--- src/rtl/core/mkped_pkg.sv ---
// shared types, event codes and reset values for the key event detector
`timescale 1ns / 1ps

package mkped_pkg;

    // fixed geometry
    localparam int unsigned NUM_FIELDS    = 5;
    localparam int unsigned KEY_COUNT_DEF = 5;
    localparam int unsigned CNT_W         = 16;
    localparam int unsigned EV_W          = 3;
    localparam int unsigned CFG_IDX_W     = 2;

    // register indexes
    localparam logic [CFG_IDX_W-1:0] CFG_DEBOUNCE = 2'd0;
    localparam logic [CFG_IDX_W-1:0] CFG_LONG     = 2'd1;
    localparam logic [CFG_IDX_W-1:0] CFG_REPEAT   = 2'd2;

    // register reset values
    localparam logic [CNT_W-1:0] DEBOUNCE_RST = 16'd20;
    localparam logic [CNT_W-1:0] LONG_RST     = 16'd100;
    localparam logic [CNT_W-1:0] REPEAT_RST   = 16'd20;

    // event codes
    localparam logic [EV_W-1:0] EV_NONE      = 3'd0;
    localparam logic [EV_W-1:0] EV_PRESS     = 3'd1;
    localparam logic [EV_W-1:0] EV_SHORT_REL = 3'd2;
    localparam logic [EV_W-1:0] EV_LONG      = 3'd3;
    localparam logic [EV_W-1:0] EV_REPEAT    = 3'd4;
    localparam logic [EV_W-1:0] EV_LONG_REL  = 3'd5;

    // per-key phase, one-hot
    typedef enum logic [3:0] {
        PH_WAIT     = 4'b0001,
        PH_DEBOUNCE = 4'b0010,
        PH_LONG     = 4'b0100,
        PH_REPEAT   = 4'b1000
    } phase_t;

    // reload values shared by all lanes
    typedef struct packed {
        logic [CNT_W-1:0] debounce_ticks;
        logic [CNT_W-1:0] long_press_ticks;
        logic [CNT_W-1:0] repeat_ticks;
    } cfg_t;

    // one event code per key
    typedef logic [NUM_FIELDS-1:0][EV_W-1:0] event_vec_t;

endpackage

--- src/rtl/core/mkped_lane.sv ---
// one key lane: phase machine with debounce, long-press and repeat counters
`timescale 1ns / 1ps

module mkped_lane
    import mkped_pkg::*;
(
    input  logic            clk,
    input  logic            rst_n,
    input  cfg_t            cfg,
    input  logic            tick,
    input  logic            pressed,
    output logic [EV_W-1:0] ev
);

    phase_t           phase_reg, phase_next;
    logic [CNT_W-1:0] deb_reg, deb_next;
    logic [CNT_W-1:0] long_reg, long_next;
    logic [CNT_W-1:0] rep_reg, rep_next;

    // phase transitions and counter updates for one scan tick
    always_comb
    begin
        phase_next = phase_reg;
        deb_next   = deb_reg;
        long_next  = long_reg;
        rep_next   = rep_reg;
        ev         = EV_NONE;
        unique case (phase_reg)
            PH_WAIT:
            begin
                if (pressed)
                begin
                    phase_next = PH_DEBOUNCE;
                end
            end
            PH_DEBOUNCE:
            begin
                if (pressed)
                begin
                    if (deb_reg == CNT_W'(1))
                    begin
                        deb_next   = cfg.debounce_ticks;
                        phase_next = PH_LONG;
                        ev         = EV_PRESS;
                    end
                    else
                    begin
                        deb_next = deb_reg - CNT_W'(1);
                    end
                end
                else
                begin
                    deb_next   = cfg.debounce_ticks;
                    phase_next = PH_WAIT;
                end
            end
            PH_LONG:
            begin
                if (pressed)
                begin
                    if (long_reg == CNT_W'(1))
                    begin
                        long_next  = cfg.long_press_ticks;
                        phase_next = PH_REPEAT;
                        ev         = EV_LONG;
                    end
                    else
                    begin
                        long_next = long_reg - CNT_W'(1);
                    end
                end
                else
                begin
                    long_next  = cfg.long_press_ticks;
                    phase_next = PH_WAIT;
                    ev         = EV_SHORT_REL;
                end
            end
            PH_REPEAT:
            begin
                if (pressed)
                begin
                    if (rep_reg == CNT_W'(1))
                    begin
                        rep_next = cfg.repeat_ticks;
                        ev       = EV_REPEAT;
                    end
                    else
                    begin
                        rep_next = rep_reg - CNT_W'(1);
                    end
                end
                else
                begin
                    rep_next   = cfg.repeat_ticks;
                    phase_next = PH_WAIT;
                    ev         = EV_LONG_REL;
                end
            end
            default:
            begin
                phase_next = PH_WAIT;
            end
        endcase
    end

    // state advances only on an input transfer
    always_ff @(posedge clk or negedge rst_n)
    begin
        if (!rst_n)
        begin
            phase_reg <= PH_WAIT;
            deb_reg   <= DEBOUNCE_RST;
            long_reg  <= LONG_RST;
            rep_reg   <= REPEAT_RST;
        end
        else if (tick)
        begin
            phase_reg <= phase_next;
            deb_reg   <= deb_next;
            long_reg  <= long_next;
            rep_reg   <= rep_next;
        end
    end

    // a waiting key never reports
    a_wait_quiet: assert property (@(posedge clk) disable iff (!rst_n)
        (phase_reg == PH_WAIT) |-> (ev == EV_NONE))
        else $error("event reported from wait phase");

    // a confirmed press lands in long-press wait
    a_press_to_long: assert property (@(posedge clk) disable iff (!rst_n)
        (tick && ev == EV_PRESS) |=> (phase_reg == PH_LONG))
        else $error("press not followed by long-press wait");

    // any released tick returns the key to wait
    a_release_to_wait: assert property (@(posedge clk) disable iff (!rst_n)
        (tick && !pressed) |=> (phase_reg == PH_WAIT))
        else $error("release did not return key to wait");

endmodule

--- src/rtl/core/mkped_merge.sv ---
// merge stage: gathers lane events into an output register with a skid slot
`timescale 1ns / 1ps

module mkped_merge
    import mkped_pkg::*;
(
    input  logic       clk,
    input  logic       rst_n,
    input  logic       in_valid,
    output logic       in_stall,
    input  event_vec_t lane_ev,
    output logic       out_valid,
    input  logic       out_stall,
    output event_vec_t out_ev
);

    logic       out_valid_reg, out_valid_next;
    logic       skid_valid_reg, skid_valid_next;
    event_vec_t out_reg, out_next;
    event_vec_t skid_reg, skid_next;
    logic       accept;
    logic       out_take;

    // stall only once the skid slot is holding a result
    assign in_stall = skid_valid_reg;
    assign accept   = in_valid && !skid_valid_reg;
    assign out_take = out_valid_reg && !out_stall;

    // output register refill and skid slot handling
    always_comb
    begin
        out_valid_next  = out_valid_reg;
        skid_valid_next = skid_valid_reg;
        out_next        = out_reg;
        skid_next       = skid_reg;
        if (out_take || !out_valid_reg)
        begin
            if (skid_valid_reg)
            begin
                out_next        = skid_reg;
                out_valid_next  = 1'b1;
                skid_valid_next = 1'b0;
            end
            else
            begin
                out_valid_next = accept;
                if (accept)
                begin
                    out_next = lane_ev;
                end
            end
        end
        else if (accept)
        begin
            skid_next       = lane_ev;
            skid_valid_next = 1'b1;
        end
    end

    // control flops
    always_ff @(posedge clk or negedge rst_n)
    begin
        if (!rst_n)
        begin
            out_valid_reg  <= 1'b0;
            skid_valid_reg <= 1'b0;
        end
        else
        begin
            out_valid_reg  <= out_valid_next;
            skid_valid_reg <= skid_valid_next;
        end
    end

    // payload flops
    always_ff @(posedge clk)
    begin
        out_reg  <= out_next;
        skid_reg <= skid_next;
    end

    assign out_valid = out_valid_reg;
    assign out_ev    = out_reg;

    // skid slot is only used behind a full output register
    a_skid_behind_out: assert property (@(posedge clk) disable iff (!rst_n)
        skid_valid_reg |-> out_valid_reg)
        else $error("skid slot full while output register empty");

    // a transfer into an empty stage goes straight to the output register
    a_direct_load: assert property (@(posedge clk) disable iff (!rst_n)
        (in_valid && !in_stall && !out_valid_reg) |=> (out_valid_reg && !skid_valid_reg))
        else $error("transfer into empty stage not presented");

    // a parked result holds while the receiver stalls
    a_skid_hold: assert property (@(posedge clk) disable iff (!rst_n)
        (skid_valid_reg && out_stall) |=> (skid_valid_reg && $stable(skid_reg)))
        else $error("skid slot lost its result under stall");

endmodule

--- src/rtl/core/multi_key_press_event_detector_core.sv ---
// top level of the multi-key press event detector
//
// Usage: each input transfer on key_levels is one scan tick, bit k high while
// key k is held. Every tick yields exactly one output transfer carrying an
// event code per key on event_key0..event_key4: 0 none, 1 press confirmed,
// 2 short release, 3 long press, 4 auto-repeat, 5 release after long press.
// Keys at or above KEY_COUNT always report 0.
// One tick is taken every cycle while in_stall is low; each key has its own
// lane, so the rate is set only by the output register and skid slot, which
// stall the input after two results are parked behind a stalled receiver.
// Reload values are written through cfg_we/cfg_index/cfg_data (index 0
// debounce, 1 long press, 2 repeat); a write takes effect at the next reload
// of a counter. Unknown indexes are ignored.
// Reset (rst_n low, asynchronous) puts every key in the wait phase, loads
// the counters and registers with 20, 100 and 20 and empties the output.
// While out_stall is high the presented result holds and in_stall rises once
// the skid slot is in use.
`timescale 1ns / 1ps

module multi_key_press_event_detector_core
    import mkped_pkg::*;
#(
    parameter int unsigned KEY_COUNT = KEY_COUNT_DEF
)
(
    input  logic                 clk,
    input  logic                 rst_n,
    input  logic                 cfg_we,
    input  logic [CFG_IDX_W-1:0] cfg_index,
    input  logic [CNT_W-1:0]     cfg_data,
    input  logic                 in_valid,
    output logic                 in_stall,
    input  logic [NUM_FIELDS-1:0] key_levels,
    output logic                 out_valid,
    input  logic                 out_stall,
    output logic [EV_W-1:0]      event_key0,
    output logic [EV_W-1:0]      event_key1,
    output logic [EV_W-1:0]      event_key2,
    output logic [EV_W-1:0]      event_key3,
    output logic [EV_W-1:0]      event_key4
);

    cfg_t       cfg_reg;
    event_vec_t lane_ev;
    event_vec_t out_ev;
    logic       in_xfer;

    assign in_xfer = in_valid && !in_stall;

    // configuration registers
    always_ff @(posedge clk or negedge rst_n)
    begin
        if (!rst_n)
        begin
            cfg_reg.debounce_ticks   <= DEBOUNCE_RST;
            cfg_reg.long_press_ticks <= LONG_RST;
            cfg_reg.repeat_ticks     <= REPEAT_RST;
        end
        else if (cfg_we)
        begin
            unique case (cfg_index)
                CFG_DEBOUNCE: cfg_reg.debounce_ticks   <= cfg_data;
                CFG_LONG:     cfg_reg.long_press_ticks <= cfg_data;
                CFG_REPEAT:   cfg_reg.repeat_ticks     <= cfg_data;
                default:      ;
            endcase
        end
    end

    // one lane per key in use, idle codes for the rest
    for (genvar k = 0; k < NUM_FIELDS; k++)
    begin : g_lane
        if (k < KEY_COUNT)
        begin : g_used
            mkped_lane u_lane (
                .clk     (clk),
                .rst_n   (rst_n),
                .cfg     (cfg_reg),
                .tick    (in_xfer),
                .pressed (key_levels[k]),
                .ev      (lane_ev[k])
            );
        end
        else
        begin : g_unused
            assign lane_ev[k] = EV_NONE;
        end
    end

    // merge lane events into the output stage
    mkped_merge u_merge (
        .clk       (clk),
        .rst_n     (rst_n),
        .in_valid  (in_valid),
        .in_stall  (in_stall),
        .lane_ev   (lane_ev),
        .out_valid (out_valid),
        .out_stall (out_stall),
        .out_ev    (out_ev)
    );

    assign event_key0 = out_ev[0];
    assign event_key1 = out_ev[1];
    assign event_key2 = out_ev[2];
    assign event_key3 = out_ev[3];
    assign event_key4 = out_ev[4];

endmodule

--- config.mk ---
export PLATFORM = sky130hd
export DESIGN_NAME = multi_key_press_event_detector_core
export DESIGN_NICKNAME = d
export VERILOG_FILES = /design/src/rtl/core/mkped_pkg.sv /design/src/rtl/core/mkped_lane.sv /design/src/rtl/core/mkped_merge.sv /design/src/rtl/core/multi_key_press_event_detector_core.sv
export SDC_FILE = /design/constraint.sdc
export NUM_CORES = 1
export LEC_CHECK = 0
export CAP_MARGIN = 40
export CORE_ASPECT_RATIO = 0.9
export CORE_MARGIN = 4
export CORE_UTILIZATION = 45
export DETAILED_ROUTE_END_ITERATION = 7
export DONT_BUFFER_PORTS = 1
export SETUP_SLACK_MARGIN = 0.1
export SYNTH_ARGS = -nofsm -noshare
export SYNTH_HDL_FRONTEND = slang
export SYNTH_HIERARCHICAL = 1
export SYNTH_SLANG_ARGS = --single-unit
--- constraint.sdc ---
create_clock -name clk -period 4.3 [get_ports clk]
set_input_delay 0.43 -clock clk [delete_from_list [all_inputs] [get_ports clk]]
set_output_delay 0.43 -clock clk [all_outputs]
set_load 0.05 [all_outputs]
---- Word level (Yosys, flattened, before mapping) ----
Index checks and enable logic that the tools add are counted.
cells by class
  $add $sub $neg .......................... 15
  equality and inequality tests ........... 57
  reductions and logical operators ........ 34
  bitwise logic cells ..................... 1
  mux-type cells .......................... 105
operators with widths
  operator                                                                number
  16-bit two-way mux                                                      30
  16-bit by 1-bit equality test with 1-bit output, second input constant  15
  16-bit by 1-bit subtractor with 16-bit output, second input constant    15
  4-bit two-way mux                                                       30
  4-bit case mux with 4 select lines                                      5
  3-bit two-way mux                                                       15
  3-bit case mux with 3 select lines                                      5
  2-bit AND reduction                                                     20
  15-bit two-way mux                                                      2
  3-bit by 2-bit != test with 1-bit output, second input constant         10
  5-bit AND reduction                                                     5
  4-bit by 1-bit equality test with 1-bit output, second input constant   5
  4-bit by 2-bit equality test with 1-bit output, second input constant   5
  4-bit by 3-bit equality test with 1-bit output, second input constant   5
  4-bit equality test, second input constant                              5
  2-bit two-way mux                                                       10
  2-bit != test, second input constant                                    10
  1-bit two-way mux                                                       8
  2-bit nonzero test                                                      2
  1-bit logical NOT                                                       3
  2-bit by 1-bit equality test with 1-bit output, second input constant   1
  2-bit equality test, second input constant                              1
  1-bit logical AND                                                       2
  2-bit logical NOT                                                       1
  other kinds (2)                                                         2
storage, ports and cells
  word-level logic and storage cells ...... 247
  flip-flop bits (word level) ............. 340
  bits of input ports ..................... 28

---- Depth between registers and ports, before layout ----
Gate-level depths: netlist (run 1).
  word-level depth ........................ 6
  depth in mapped cells ................... 9
  mapped depth without buffers ............ 8

---- By module ----
The synthesis (run 1) kept the hierarchy.
by module, submodules not included
  module                                    cells each  area an instance (um2)  seq. area each (um2)  instances
  mkped_lane (g_lane[0].g_used.u_lane ...)  419         3592.2                  1311.3                2
  mkped_lane (g_lane[4].g_used.u_lane)      420         3574.7                  1311.3                1
  mkped_lane (g_lane[3].g_used.u_lane)      429         3533.4                  1311.3                1
  mkped_lane (g_lane[2].g_used.u_lane)      424         3522.1                  1311.3                1
  multi_key_press_event_detector_core       103         1830.5                  1209.9                1
  mkped_merge                               53          1213.7                  950.9                 1

---- Worst setup path after synthesis (run 1) ----
OpenSTA, ideal clock, no wires.
  path type ............................... register to register
  start point ............................. reg u_merge.skid_valid_reg, in the netlist u_merge/in_stall
  end point ............................... reg g_lane[4].g_used.u_lane.deb_reg[12]
  stages on the path, launching flop included .. 9
  period minus slack after synthesis ...... 3.031 ns
  slack ................................... 1.269 ns
  arrival time ............................ 2.885 ns
  path buffers ............................ 3
  cell sequence ........................... dfrtp_1 nor2b_1 clkbuf_1 nand2_1 or4_1 clkbuf_1 clkbuf_1 o211ai_1 o311ai_0
between the ends
  cells in the longest elaborated chain, start to end .. 3
ends and longest elaborated chain
  element                        RTL line                                   RTL
  from (decl)                    mkped_merge.sv:18                          logic skid_valid_reg, skid_valid_next;
  from (signal assigned)         mkped_merge.sv:71                          skid_valid_reg <= skid_valid_next;
  1-bit logical NOT              multi_key_press_event_detector_core.sv:48  assign in_xfer = in_valid && !in_stall;
  1-bit logical AND              multi_key_press_event_detector_core.sv:48
  via in_xfer                    multi_key_press_event_detector_core.sv:46  logic in_xfer;
  2-bit AND reduction (no line)  n/a
  to (signal assigned)           mkped_lane.sv:120                          deb_reg <= deb_next;
  to (decl)                      mkped_lane.sv:16                           logic [CNT_W-1:0] deb_reg, deb_next;
The timed path passes the listed nets, and every way through them passes these cells.
A chain may end at the register's enable or synchronous reset.

---- Worst setup path in the final report (run 1) ----
  start point ............................. reg g_lane[2].g_used.u_lane.deb_reg[7]
  end point ............................... reg g_lane[2].g_used.u_lane.phase_reg[2]
between the ends
  cells in the longest elaborated chain, start to end .. 3
ends and longest elaborated chain
  element                                             RTL line           RTL
  from (decl)                                         mkped_lane.sv:16
  from (signal assigned)                              mkped_lane.sv:120
  16-bit by 1-bit equality test with 1-bit output     mkped_lane.sv:40   if (deb_reg == CNT_W'(1))
  3-bit by 2-bit != test with 1-bit output (no line)  n/a
  5-bit AND reduction (no line)                       n/a
  to (signal assigned)                                mkped_lane.sv:119  phase_reg <= phase_next;
  to (decl)                                           mkped_lane.sv:15   phase_t phase_reg, phase_next;
Every way passes these cells.

==> results of run 1 <==
## synthesized netlist by cell type, drive strengths merged, types with 18 or more instances
cell type | instances | share of area
a21oi | 143 | 0.036
nor4b | 28 | 0.014
a31oi | 27 | 0.0081
nand3 | 128 | 0.031
nand4 | 41 | 0.013
nor2 | 122 | 0.022
inv | 90 | 0.016
nand2 | 156 | 0.028
nor3 | 99 | 0.024
clkbuf | 95 | 0.018
o211ai | 22 | 0.0079
a221o | 23 | 0.011
mux2i | 53 | 0.025
and3 | 52 | 0.016
ha | 30 | 0.018
nor4 | 69 | 0.024
o22ai | 18 | 0.0054
or4 | 30 | 0.012
o311ai | 24 | 0.010
dfstp | 47 | 0.059
o21ai | 176 | 0.043
edfxtp | 30 | 0.043
or3 | 32 | 0.0098
dfrtp | 263 | 0.32
a22oi | 34 | 0.012
a2bb2oi | 61 | 0.026
buf | 56 | 0.020
and2 | 26 | 0.0080
mux2 | 67 | 0.037
o21a | 26 | 0.0094
## cell families after synthesis
logic type / share of synthesized area
buf+inv: 0.05387
mux: 0.06268
compound gates: 0.2128
simple gates: 0.2331
xor+xnor: 0.001679
flops: 0.4179
fa+ha+maj: 0.01800
## worst max-delay path, stage by stage (launching register included)
cell and delay, ns:
dfrtp_1 0.44, nor4_1 0.74, nand4_1 0.39, a221oi_1 0.71
o21ai_0 0.27, mux2_2 0.32
## through the flow
stage / area [um^2] / total power [mW] / instances / hold WS, ns
2_1_floorplan: 20860 / 7.100 / 2267 / 0.1344
3_3_place_gp: 21000 / 7.846 / 2743 / 0.1591
3_5_place_dp: 21010 / 7.964 / 2745 / 0.1596
4_1_cts: 22600 / 11.64 / 2838 / -0.4420
5_1_grt: 22600 / 12.25 / 2839 / -0.4439
6_report: 22620 / 11.63 / 2845 / -0.4206
## worst min path at each step
stage	from	end	slack, ns	cells past startpoint
5_1_grt	rst_n	g_lane[3].g_used.u_lane/long_reg[4]$_DFFE_PN0P_	-0.44	0
4_1_cts	rst_n	g_lane[0].g_used.u_lane/long_reg[10]$_DFFE_PN0P_	-0.44	0
3_5_place_dp	rst_n	g_lane[3].g_used.u_lane/long_reg[4]$_DFFE_PN0P_	0.16	0
6_report	rst_n	g_lane[1].g_used.u_lane/long_reg[9]$_DFFE_PN0P_	-0.42	0
2_1_floorplan	rst_n	cfg_reg[0]$_DFFE_PN0P_	0.13	0
3_3_place_gp	rst_n	g_lane[3].g_used.u_lane/long_reg[4]$_DFFE_PN0P_	0.16	0
## routing by layer
metal | vias to the layer above | wire, um | track usage | share of wire
met2 | 652 | 27720 | 0.3710 | 0.44
met1 | 9286 | 29080 | 0.3572 | 0.46
met4 | 4 | 1826 | 0.08208 | 0.029
met3 | 126 | 4591 | 0.04604 | 0.073
li1 | 8513 | - | - | -
met5 | - | 26 | 0 | 0.00041
## cell type report
cell class	instances	area share
Sequential cell	340	0.3855
Timing Repair Buffer	42	0.01632
Clock inverter	14	0.01051
Antenna cell	7	0.0007745
Multi-Input combinational cell	1686	0.4880
Clock buffer	58	0.05034
Inverter	90	0.01494
Tap cell	608	0.03363
## power by group through the flow
| stage | Clock, mW | Sequential, mW | Combinational, mW |
|---|---|---|---|
| 2_1_floorplan | 0 | 4.91 | 2.19 |
| 3_3_place_gp | 0 | 5.46 | 2.39 |
| 3_5_place_dp | 0 | 5.50 | 2.47 |
| 4_1_cts | 3.68 | 5.46 | 2.50 |
| 5_1_grt | 3.82 | 5.61 | 2.82 |
| 6_report | 3.61 | 5.49 | 2.53 |
## timing repair
item,4_1_cts,5_1_grt
hold endpoints to repair,359,310
gates resized for setup,0,0
buffers inserted,0,0
==> summary.txt, run 1 <==
Job
  • Max Cap Viol: 0

Power and ir drop
  • Worst ir drop on vdd: 235.8 uV
  • Internal power summed over all cells: 7.526 mW
  • Clock Power Share: 0.310
  • Share of total power consumed by net switching: 0.3531
  • Power share of the combinational group: 0.217
  • Net switching component of the power: 4.107 mW
  • Part of the power in registers: 0.472
  • LEAKAGE: 8.838 nW
  • Power density of the placed cells: 514.3 mW/mm^2

Critical path
  • Register-to-register setup slack: 1.29 ns
  • Critical path launch point type: flip-flop
  • CP Data Required Time: 4.74 ns
  • Setup crit end kind: flip-flop
  • Arrival time of the worst setup path: 3.44 ns
  • R2R depth: 5
  • Biggest fanout along the worst timing path: 7
  • Worst R2R End: g_lane[2].g_used.u_lane/phase_reg[2]$_DFFE_PN0P_
  • Critical path type: reg2reg
  • R2r startpoint: g_lane[2].g_used.u_lane/deb_reg[7]$_DFFE_PN0P_
  • Beginning of the critical path: g_lane[2].g_used.u_lane/deb_reg[7]$_DFFE_PN0P_
  • Crit path to: g_lane[2].g_used.u_lane/phase_reg[2]$_DFFE_PN0P_

Synth
  • Register bit count reported by yosys: 340
  • Count of flip-flops with a built-in enable after synthesis: 30
  • Count of mapped cells out of synthesis: 2267
  • Post-synthesis cell area: 0.02086 mm^2
  • Most used flip-flop cell after synthesis: dfrtp_1
  • Number of distinct standard cells referenced by the synthesized netlist: 87
  • Syn Area/Cell: 9.201 um^2
  • Share of flip-flops with an asynchronous set or reset after synthesis: 0.9118
  • Post-Synthesis Net Count: 2325
  • Post-synthesis sequential area ratio: 0.4179
  • Total of warnings raised by yosys: 6

Clocking
  • Clk_lat worst skew: 0.57 ns
  • Largest buffer count on any clock path: 3
  • Number of buffers added by the clock tree synthesis step: 39
  • # H-tree levels: 2
  • # clock sinks: 340
  • Clock tree from TritonCTS: built
  • Clock-pin transition on the worst setup and hold timing paths: 0.06 ns
  • Clock root buffer master: clkbuf_16
  • Number of hold-repair buffers added at the cts stage: 21

Detailed routing
  • Drt drc: 0
  • Number of nets with antenna violations after routing: 0
  • Drt via density: 6.531
  • WL final: 63240 um
  • Mean routed wirelength per cell: 22.23 um
  • Count of TritonRoute iterations in the first routing pass: 6
  • Total via count in the routed design: 18580
  • Violation count after the first detailed-route iteration: 1906

Cells and area
  • Area Overhead vs Synth: 8.434%
  • Most frequent standard cell in the layout excluding fill and tap cells: dfrtp_1
  • NumNets Final: 2257
  • Leading cell types in the layout, fill and taps excluded: dfrtp_1 (262), o21ai_0 (170), nand2_1 (156)
  • Fraction of the core area covered by cells at the end of the flow: 0.4955
  • Multi-input gate area in the final layout: 0.01104 mm^2
  • Filler instances: 4151
  • Footprint of the flip-flops and latches: 0.008718 mm^2
  • Share of post-route cells with drive strength above 1: 0.1224

Timing
  • Post-Route Skew: 0.02474 ns
  • Final setup TNS: 0 ns
  • Finish-stage setup viols: 0
  • Worst-Margin Slew: 1.302 ns
  • RSZ-0062 raised after global routing: false
  • Fmax: 332.8 MHz
  • Final Hold Fails: 272
  • Slew Limit Headroom: 0.1318
  • Hold Worst Slack: -0.4206 ns
  • Max Slew Vio Count: 0
  • Setup slack after layout: 1.295 ns
  • Final period demand of the worst path: 3.005 ns
  • Period utilization: 0.6989

Place
  • DPL Wire Length: 40130 um
  • Placer congestion estimate: 0.8574
  • Worst slack at placement: 1.351 ns
  • Port buffer count: 0

Floorplanning
  • Die ar.: 0.04987 mm^2
  • Die height: 212.3 um
  • Number of I/O pins: 45
  • Die X: 234.9 um
  • Standard-cell row count: 74
  • Initial core utilization: 0.4570
  • Core footprint: 0.04565 mm^2

GRT
  • Pin count of the biggest net entering global routing: 311
  • Total global routing track utilization: 0.2454
  • Initial antenna violation count: 5
  • Wire length of the first global-routing pass: 98610 um
  • Vias in the first global route: 17100
  • Sum of overflow across all layers after global routing: 0

Outcome
  • Failing checks: negative hold slack
  • Status: finished with violations

Worst hold path
  • HP Class: in2async
No activity file was read; power rests on OpenSTA's default activity.
==> run 2: changes to the inputs <==
==> constraint.sdc (replaced) <==
create_clock -name clk -period 2.8 [get_ports clk]
set_input_delay 0.28 -clock clk [delete_from_list [all_inputs] [get_ports clk]]
set_output_delay 0.28 -clock clk [all_outputs]
set_load 0.05 [all_outputs]
==> run 2 against run 1 <==
  * The run ends with negative hold slack, max-slew violations left
  * Worst hold slack got worse by 0.14 ns
  * Critical path depth increased by 1
  * Combinational power grew 63%
  * Utilization up 0.92 points
  * Via count up 1.2%
  * Cell count grew 2.0%
==> summary.txt, run 2 (synthesis results as in run 1) <==
Clocking
  • # clock sinks: 340 (unchanged)
  • Clk_lat worst skew: 0.58 ns (was 0.57 ns)
  • Number of buffers added for setup after CTS: 0 (unchanged)
  • # H-tree levels: 2 (unchanged)
  • Largest buffer count on any clock path: 3 (unchanged)
  • Clock-pin transition on the worst setup and hold timing paths: 0.06 ns (about the same)
  • Clock root buffer master: clkbuf_16 (unchanged)
  • Number of hold-repair buffers added at the cts stage: 26 (was 21)
  • Clock tree from TritonCTS: built (unchanged)
  • Number of buffers added by the clock tree synthesis step: 40 (was 39)

Critical path
  • Setup crit end kind: flip-flop (unchanged)
  • R2R depth: 6 (was 5)
  • Arrival time of the worst setup path: 3.07 ns (was 3.44 ns)
  • Biggest fanout along the worst timing path: 5 (was 7)
  • CP Data Required Time: 3.24 ns (was 4.74 ns)
  • Critical path type: reg2reg (unchanged)
  • Most numerous cell on the critical path: or4_4
  • Critical Path, Cell by Cell: or4_4 -> or4_4 -> o21ai_1 -> buf_4 -> o21ai_0 -> mux2_2 (was nor4_1 -> nand4_1 -> a221oi_1 -> o21ai_0 -> mux2_2)
  • Critical path launch point type: flip-flop (unchanged)
  • Crit-path slowest cell: or4_4 (was nor4_1)
  • Worst R2R End: g_lane[3].g_used.u_lane/phase_reg[2]$_DFFE_PN0P_ (was g_lane[2].g_used.u_lane/phase_reg[2]$_DFFE_PN0P_)
  • Register-to-register setup slack: 0.17 ns (was 1.29 ns)
  • Peak per-stage delay on the critical path: 0.59 ns (was 0.74 ns)
  • R2r startpoint: g_lane[3].g_used.u_lane/long_reg[7]$_DFFE_PN0P_ (was g_lane[2].g_used.u_lane/deb_reg[7]$_DFFE_PN0P_)

Timing
  • Final setup TNS: 0 ns (unchanged)
  • Max Slew Vio Count: 120 (was 0)
  • RSZ-0062 raised after global routing: true (was false)
  • Period utilization: 0.9376 (was 0.6989)
  • Fmax: 380.9 MHz (was 332.8 MHz)
  • Worst-Margin Slew: 1.612 ns (was 1.302 ns)
  • Post-Route Skew: 0.02336 ns (was 0.02474 ns)
  • Final period demand of the worst path: 2.625 ns (was 3.005 ns)
  • Finish-stage setup viols: 0 (unchanged)
  • Slew Limit Headroom: -0.07492 (was 0.1318)
  • Hold Worst Slack: -0.5608 ns (was -0.4206 ns)
  • Final Hold Fails: 274 (was 272)

Floorplanning
  • Die ar.: 0.04987 mm^2 (unchanged)
  • Die height: 212.3 um (unchanged)
  • Number of I/O pins: 45 (unchanged)
  • Core footprint: 0.04565 mm^2 (unchanged)
  • Die X: 234.9 um (unchanged)
  • Standard-cell row count: 74 (unchanged)
  • Initial core utilization: 0.4570 (unchanged)

GRT
  • Wire length of the first global-routing pass: 100600 um (was 98610 um)
  • Pin count of the biggest net entering global routing: 311 (unchanged)
  • Sum of overflow across all layers after global routing: 0 (unchanged)
  • Vias in the first global route: 17500 (was 17100)
  • Total global routing track utilization: 0.2518 (was 0.2454)
  • Initial antenna violation count: 3 (was 5)

Cells and area
  • Area Overhead vs Synth: 10.44% (was 8.434%)
  • NumNets Final: 2319 (was 2257)
  • Share of post-route cells with drive strength above 1: 0.1453 (was 0.1224)
  • Most frequent standard cell in the layout excluding fill and tap cells: dfrtp_1 (unchanged)
  • Filler instances: 4222 (was 4151)
  • Leading cell types in the layout, fill and taps excluded: dfrtp_1 (262), o21ai_0 (170), nand2_1 (156) (unchanged)

Power and ir drop
  • Worst ir drop on vdd: 630.6 uV (was 235.8 uV)
  • LEAKAGE: 9.116 nW (was 8.838 nW)
  • Power density of the placed cells: 770.4 mW/mm^2 (was 514.3 mW/mm^2)

Worst hold path
  • HP Class: in2async (unchanged)

Place
  • Port buffer count: 0 (unchanged)
  • Placer congestion estimate: 0.8715 (was 0.8574)
  • DPL Wire Length: 40920 um (was 40130 um)

Detailed routing
  • Count of TritonRoute iterations in the first routing pass: 5 (was 6)
  • Drt via density: 6.479 (was 6.531)
  • Total via count in the routed design: 18800 (was 18580)
  • Drt drc: 0 (unchanged)
  • Number of nets with antenna violations after routing: 0 (unchanged)
  • WL final: 64890 um (was 63240 um)
  • Violation count after the first detailed-route iteration: 1730 (was 1906)
  • Mean routed wirelength per cell: 22.37 um (was 22.23 um)

Job
  • Max Cap Viol: 0 (unchanged)

Outcome
  • Status: finished with violations (unchanged)
  • Failing checks: negative hold slack, max-slew violations (was negative hold slack)
==> run 2: cell types whose count changed in the layout (fill, tap and decap cells not counted), sizes merged <==
cell and change:
clkbuf +4, dlygate4sd3 +3, buf +59, diode -6, inv +1, clkdlybuf4s15 -1, bufinv -4
==> run 2: critical path, delay by kind of cell (launching register included) <==
kind                   cells  cell delay (ns)
AND/OR/NAND/NOR            2             1.15
AO/OA/AOI/OAI              2             0.43
flip-flops                 1             0.42
multiplexers               1             0.31
buffers and inverters      1             0.19
==> run 2: cell type report <==
| class | count | area [um^2] | area share |
|---|---|---|---|
| Antenna cell | 1 | 2.502 | 0.0001086 |
| Clock buffer | 62 | 1164 | 0.05051 |
| Clock inverter | 11 | 121.4 | 0.005268 |
| Inverter | 90 | 337.8 | 0.01466 |
| Multi-Input combinational cell | 1686 | 11060 | 0.4800 |
| Sequential cell | 340 | 8718 | 0.3784 |
| Tap cell | 608 | 760.7 | 0.03302 |
| Timing Repair Buffer | 103 | 874.6 | 0.03796 |
==> run 2: through the flow <==
step / power [mW] / setup slack, ns / cell area [um^2] / util / instances
final: 17.75 / 0.1747 / 23040 / 0.5047 / 2901
after global routing: 18.77 / 0.04962 / 23040 / 0.5047 / 2901
after CTS: 17.74 / 0.1667 / 23020 / 0.5044 / 2900
after detailed placement: 12.37 / 0.1510 / 21460 / 0.4701 / 2801
after global placement: 12.19 / 0.2307 / 21460 / 0.4701 / 2801
after floorplan: 10.91 / 0.2263 / 20870 / - / 2267
==> run 2: per-layer routing <==
metal	global-route usage	wire length, um	up-vias
met3	0.04540	4569	119
li1	-	-	8638
met2	0.3923	28980	664
met4	0.07312	1728	2
met5	0	13	-
met1	0.3626	29600	9373
==> run 2: worst max-delay path by stage <==
stage / startpoint / end / slack (ns) / depth (start not counted)
after floorplan: u_merge/in_stall$_DFFE_PN0P_ / g_lane[4].g_used.u_lane/deb_reg[12]$_DFFE_PN0P_ / 0.23 / 8
after global placement: g_lane[2].g_used.u_lane/long_reg[7]$_DFFE_PN0P_ / g_lane[2].g_used.u_lane/long_reg[11]$_DFFE_PN0P_ / 0.23 / 4
after detailed placement: g_lane[3].g_used.u_lane/long_reg[7]$_DFFE_PN0P_ / u_merge/out_ev[10]$_DFFE_PP_ / 0.15 / 5
after CTS: g_lane[3].g_used.u_lane/long_reg[7]$_DFFE_PN0P_ / u_merge/out_ev[10]$_DFFE_PP_ / 0.17 / 5
after global routing: g_lane[3].g_used.u_lane/long_reg[7]$_DFFE_PN0P_ / g_lane[3].g_used.u_lane/phase_reg[2]$_DFFE_PN0P_ / 0.05 / 6
final: g_lane[3].g_used.u_lane/long_reg[7]$_DFFE_PN0P_ / g_lane[3].g_used.u_lane/phase_reg[2]$_DFFE_PN0P_ / 0.17 / 6
==> run 2: timing repair <==
action | in CTS | in global routing
resized for setup | 0 | 4
hold endpoints to repair | 433 | 310
setup endpoints to repair | 0 | 7
==> run 2: power by group <==
group / internal (mW) / switching [mW] / total (mW) / leakage [nW]
registers: 6.37 / 2.03 / 8.40 / 4.02
logic: 1.96 / 2.16 / 4.12 / 4.46
clock network: 3.05 / 2.18 / 5.23 / 0.635
total: 11.4 / 6.38 / 17.7 / 9.12
